`src/hdl/stq_pkg.sv`:
```
// ----------------------------------------------------------------------------
// stq_pkg
// Shared types and constants for the sorted sleep timer queue.
// ----------------------------------------------------------------------------
package stq_pkg;

    localparam int QUEUE_DEPTH  = 16;
    localparam int TASK_ID_BITS = 8;
    localparam int TIME_BITS    = 64;
    localparam int STATUS_BITS  = 3;

    // stream payload widths, padded to whole bytes
    localparam int S_TDATA_BITS = ((TASK_ID_BITS + 2 * TIME_BITS + 7) / 8) * 8;
    localparam int M_TDATA_BITS = ((TASK_ID_BITS + STATUS_BITS + 7) / 8) * 8;

    // result status codes
    localparam logic [STATUS_BITS-1:0] STATUS_QUEUED = 3'd0;
    localparam logic [STATUS_BITS-1:0] STATUS_DUE    = 3'd1;
    localparam logic [STATUS_BITS-1:0] STATUS_FULL   = 3'd2;
    localparam logic [STATUS_BITS-1:0] STATUS_WOKEN  = 3'd3;
    localparam logic [STATUS_BITS-1:0] STATUS_NONE   = 3'd4;

    // tuser function codes
    localparam logic FUNC_INSERT = 1'b0;
    localparam logic FUNC_TICK   = 1'b1;

    // one queue slot
    typedef struct packed {
        logic                    valid;
        logic [TIME_BITS-1:0]    wake;
        logic [TASK_ID_BITS-1:0] task_id;
    } slot_t;

    // command broadcast along the cell row
    typedef enum logic [1:0] {
        CMD_HOLD,
        CMD_INSERT,
        CMD_SHIFT
    } cell_cmd_t;

endpackage

```
`src/hdl/stq_cell.sv`:
```
// ----------------------------------------------------------------------------
// stq_cell
// One slot of the sorted queue: compares its wake time with the broadcast key
// and holds, takes the new entry, or takes a neighbour's slot.
// ----------------------------------------------------------------------------
module stq_cell
    import stq_pkg::*;
(
    input  logic                 clk,
    input  logic                 rst_n,
    input  cell_cmd_t            cmd,
    input  logic [TIME_BITS-1:0] key,
    input  slot_t                new_slot,
    input  slot_t                left_slot,
    input  logic                 left_le,
    input  slot_t                right_slot,
    output slot_t                slot,
    output logic                 le
);

    slot_t slot_reg;
    slot_t slot_next;

    // valid entry whose wake time is at or before the key
    assign le   = slot_reg.valid && (slot_reg.wake <= key);
    assign slot = slot_reg;

    always_comb
    begin
        slot_next = slot_reg;
        unique case (cmd)
            CMD_INSERT:
            begin
                if (!le)
                begin
                    // if the left neighbour stays put, the new entry lands here; else take the left slot
                    slot_next = left_le ? new_slot : left_slot;
                end
            end
            CMD_SHIFT:
            begin
                slot_next = right_slot;
            end
            default:
            begin
                slot_next = slot_reg;
            end
        endcase
    end

    always_ff @(posedge clk or negedge rst_n)
    begin
        if (!rst_n)
        begin
            slot_reg <= '0;
        end
        else
        begin
            slot_reg <= slot_next;
        end
    end

endmodule

```
`config.mk`:
```
export PLATFORM = sky130hd
export DESIGN_NAME = stq_cell
export DESIGN_NICKNAME = d
export VERILOG_FILES = /design/src/hdl/stq_pkg.sv /design/src/hdl/stq_cell.sv
export SDC_FILE = /design/constraint.sdc
export NUM_CORES = 1
export LEC_CHECK = 0
export ABC_AREA = 1
export BUFFER_PORTS_ARGS = -buffer_cell sky130_fd_sc_hd__buf_2
export CAP_MARGIN = 10
export CELL_PAD_IN_SITES_DETAIL_PLACEMENT = 1
export CELL_PAD_IN_SITES_GLOBAL_PLACEMENT = 2
export CORE_UTILIZATION = 23
export DETAILED_ROUTE_END_ITERATION = 12
export PLACE_DENSITY_LB_ADDON = 0.1
export SKIP_CTS_REPAIR_TIMING = 1
export SYNTH_ARGS = -nofsm -noshare
export SYNTH_HDL_FRONTEND = slang
export SYNTH_SLANG_ARGS = --single-unit
export TNS_END_PERCENT = 100
```
`constraint.sdc`:
```
create_clock -name clk -period 2.3 [get_ports clk]
set_input_delay 0.46 -clock clk [delete_from_list [all_inputs] [get_ports clk]]
set_output_delay 0.46 -clock clk [all_outputs]
set_load 0.01 [all_outputs]
```
==> key figures <==
Outcome
  • Run status: complete, but fails checks
  • Violated checks: setup timing

Critical path
  • CP endpoint kind: primary output
  • Slowest CP cell: dfrtp_1
  • Buf/Inv on CP: 3
  • CP Cell Sequence: ha_1 > nand2_1 > inv_1 > nand3_2 > nor3_4 > nand2_1 > nand2_1 > nand2_1 > nand2_2 > nand2_1 > nand2_1 > nand2_1 > nand2_2 > inv_2 > buf_6
  • Crit path max-delay family: simple AND/OR/NAND/NOR gates
  • CP startpoint kind: flop
  • R2r worst-path depth: 13
  • Cell seen most often among critical-path stages: nand2_1
  • Worst-path fanout max: 2
  • Critical R2R Launch: slot[53]
  • Critical path required time: 1.84 ns
  • Max incr delay on CP: 0.39 ns
  • Reg2reg end: slot[39]
  • Setup CP Type: reg2out
  • CP arrival: 2.18 ns
  • Setup slack, reg-to-reg: -0.15 ns

Final layout
  • Fillers: 3373
  • Layout area overhead: 51.6%
  • Finished Cell Area: 0.00961 mm²
  • Layout cell share with drive strength beyond 1: 0.418
  • Final nets: 1590
  • Fin util: 0.356
  • Number of flip-flops in the largest register: 73
  • Commonest non-fill, non-tap cell in the layout: buf_2
  • Commonest non-fill, non-tap cells in the layout: buf_2 (358), nand2_1 (263), inv_1 (79)

Detailed routing
  • Highest routed layer: met5
  • DR WL met3: 1.28 mm
  • Vias/cell: 4.35
  • Post-DRT Antenna Nets: 0
  • Initial DRC Count: 135
  • Metal1 wirelength: 11.5 mm
  • WL final: 25.7 mm
  • Pre-Repair DR Iteration Count: 4
  • Routed via count: 6892
  • Drt drc: 0
  • Post-detailed-route wirelength per cell: 16.2 µm
  • Met2 wire length: 12.6 mm

Min path
  • HP Class: in2async

Synth
  • YS warnings: 0
  • Avg Inst Size Synth: 7.53 µm²
  • Top-area cell type share of the netlist area: 0.288
  • Syn nets: 1194
  • Sequential-to-total area share from yosys stat: 0.288
  • Asr flop ratio synth: 1.00
  • Netlist cell types: 26
  • Post-Syn Area: 0.00634 mm²
  • Top cell type by total area after synthesis: dfrtp_1
  • Post-Syn Instances: 842
  • Post-synth EDFFs: 0
  • Predominant post-synthesis flop cell: dfrtp_1
  • Seq cells post-synth: 73
  • Synth area leaders: dfrtp_1 (29%), nand2_1 (17%), ha_1 (13%)

Clock tree
  • Clk sinks: 73
  • Clock-pin slew on the worst setup and hold paths: 0.06 ns
  • CTS tree: built
  • Root buf cell: clkbuf_16
  • CTS buffer count: 9
  • Clock buffer depth: 2
  • Clock Latency Late Sink: 0.34 ns
  • Htree depth: 3

Global route
  • Total GRT Usage: 0.170
  • Vias in the first global route: 7068
  • Largest net degree at the start of global routing: 75
  • Number of antenna violations at the first check in global routing: 3
  • First-pass GRT wire length: 37.7 mm
  • GRT overflow: 0

STA
  • Min Tclk post-route: 2.64 ns
  • Final WS setup: -0.338 ns
  • Post-route clock period utilization: 1.15
  • Worst slew margin: 0.636
  • RSZ-0062 raised after global routing: true
  • Slew Limit Fails: 0
  • Hold_ws: 0.0824 ns
  • Final hold viol count: 0
  • # setup viols final: 74
  • Max Clock Freq: 0.379 GHz
  • Least-Margin Pin Slew: 0.545 ns
  • Fin Clk Skew: 0.00620 ns

Floorplan
  • Initial Util: 0.235
  • Die Wd: 168 µm
  • Die area: 0.0282 mm²
  • Site Rows: 60
  • Core footprint: 0.0270 mm²
  • # IOs: 362
  • Die H: 168 µm

Pwr
  • PD cells: 608 mW/mm²
  • Leakage power: 5.60 nW
  • Max VDD drop: 0.000225 V

Placement
  • Port bufs: 361
  • Post-DP Area: 0.00881 mm²
  • DPL Wire Length: 19.3 mm
  • RD Place Congestion: 0.706

Flow run
  • Max-Cap Viols: 0
-- cells in the mapped netlist, drive strengths merged, types with 2 or more instances --
cell type	n
nand2	284
inv	82
nand3	80
o21ai	79
dfrtp	73
mux2i	73
ha	64
buf	34
a21oi	29
nor2	15
clkbuf	13
nand4	5
nor3	4
o21a	3
a21o	2
-- kinds of logic (layout without fill, tap and decap cells) --
kind of cell               count (synthesis)  after routing  synth area share
AOI/OAI and AO/OA                        114            114            0.0923
adders and majority gates                 64             64             0.126
other                                      0              2                 0
muxes                                     73             73             0.115
and+or+nand+nor                          389            390             0.279
DFF                                       73             73             0.288
buffers and inverters                    129            529            0.0994
-- layout make-up --
class	instances	area [µm²]	area share
repair buffers	431	2640	0.275
inverters	82	310	0.0323
well taps	341	427	0.0444
flip-flops and latches	73	1830	0.190
clock inverters	6	57.6	0.00599
diodes	2	5.00	0.000521
multi-input cells	641	4110	0.427
clock buffers	10	239	0.0249
-- per-stage QoR --
step / setup slack, ns / setup TNS, ns / instances / power, W
4_1_cts: -0.513 / -12.09 / 1567 / 0.00572
3_5_place_dp: -0.369 / -23.24 / 1551 / 0.00421
5_1_grt: -0.492 / -24.53 / 1585 / 0.00632
2_1_floorplan: 0.204 / 0 / 842 / 0.00302
6_report: -0.338 / -8.70 / 1586 / 0.00584
3_3_place_gp: -0.306 / -17.82 / 1551 / 0.00417
-- worst max path at each step --
stage                  start        to  depth (start not counted)
CTS                 slot[55]        le                         10
global route        slot[41]        le                         15
floorplan            key[63]  slot[10]                         17
finish              slot[19]        le                         15
global placement     key[47]  slot[19]                         14
detailed placement   key[47]  slot[72]                         14
-- power breakdown --
part           internal (W)  switching [W]
Clock              0.000863       0.000595
Sequential          0.00155       0.000208
Combinational       0.00124        0.00138
-- per-layer routing --
layer,track usage,vias to the layer above
met5,0,-
li1,-,3564
met2,0.300,185
met4,0.0415,2
met3,0.0329,11
met1,0.212,3130
No activity file was read; power rests on OpenSTA's default activity.
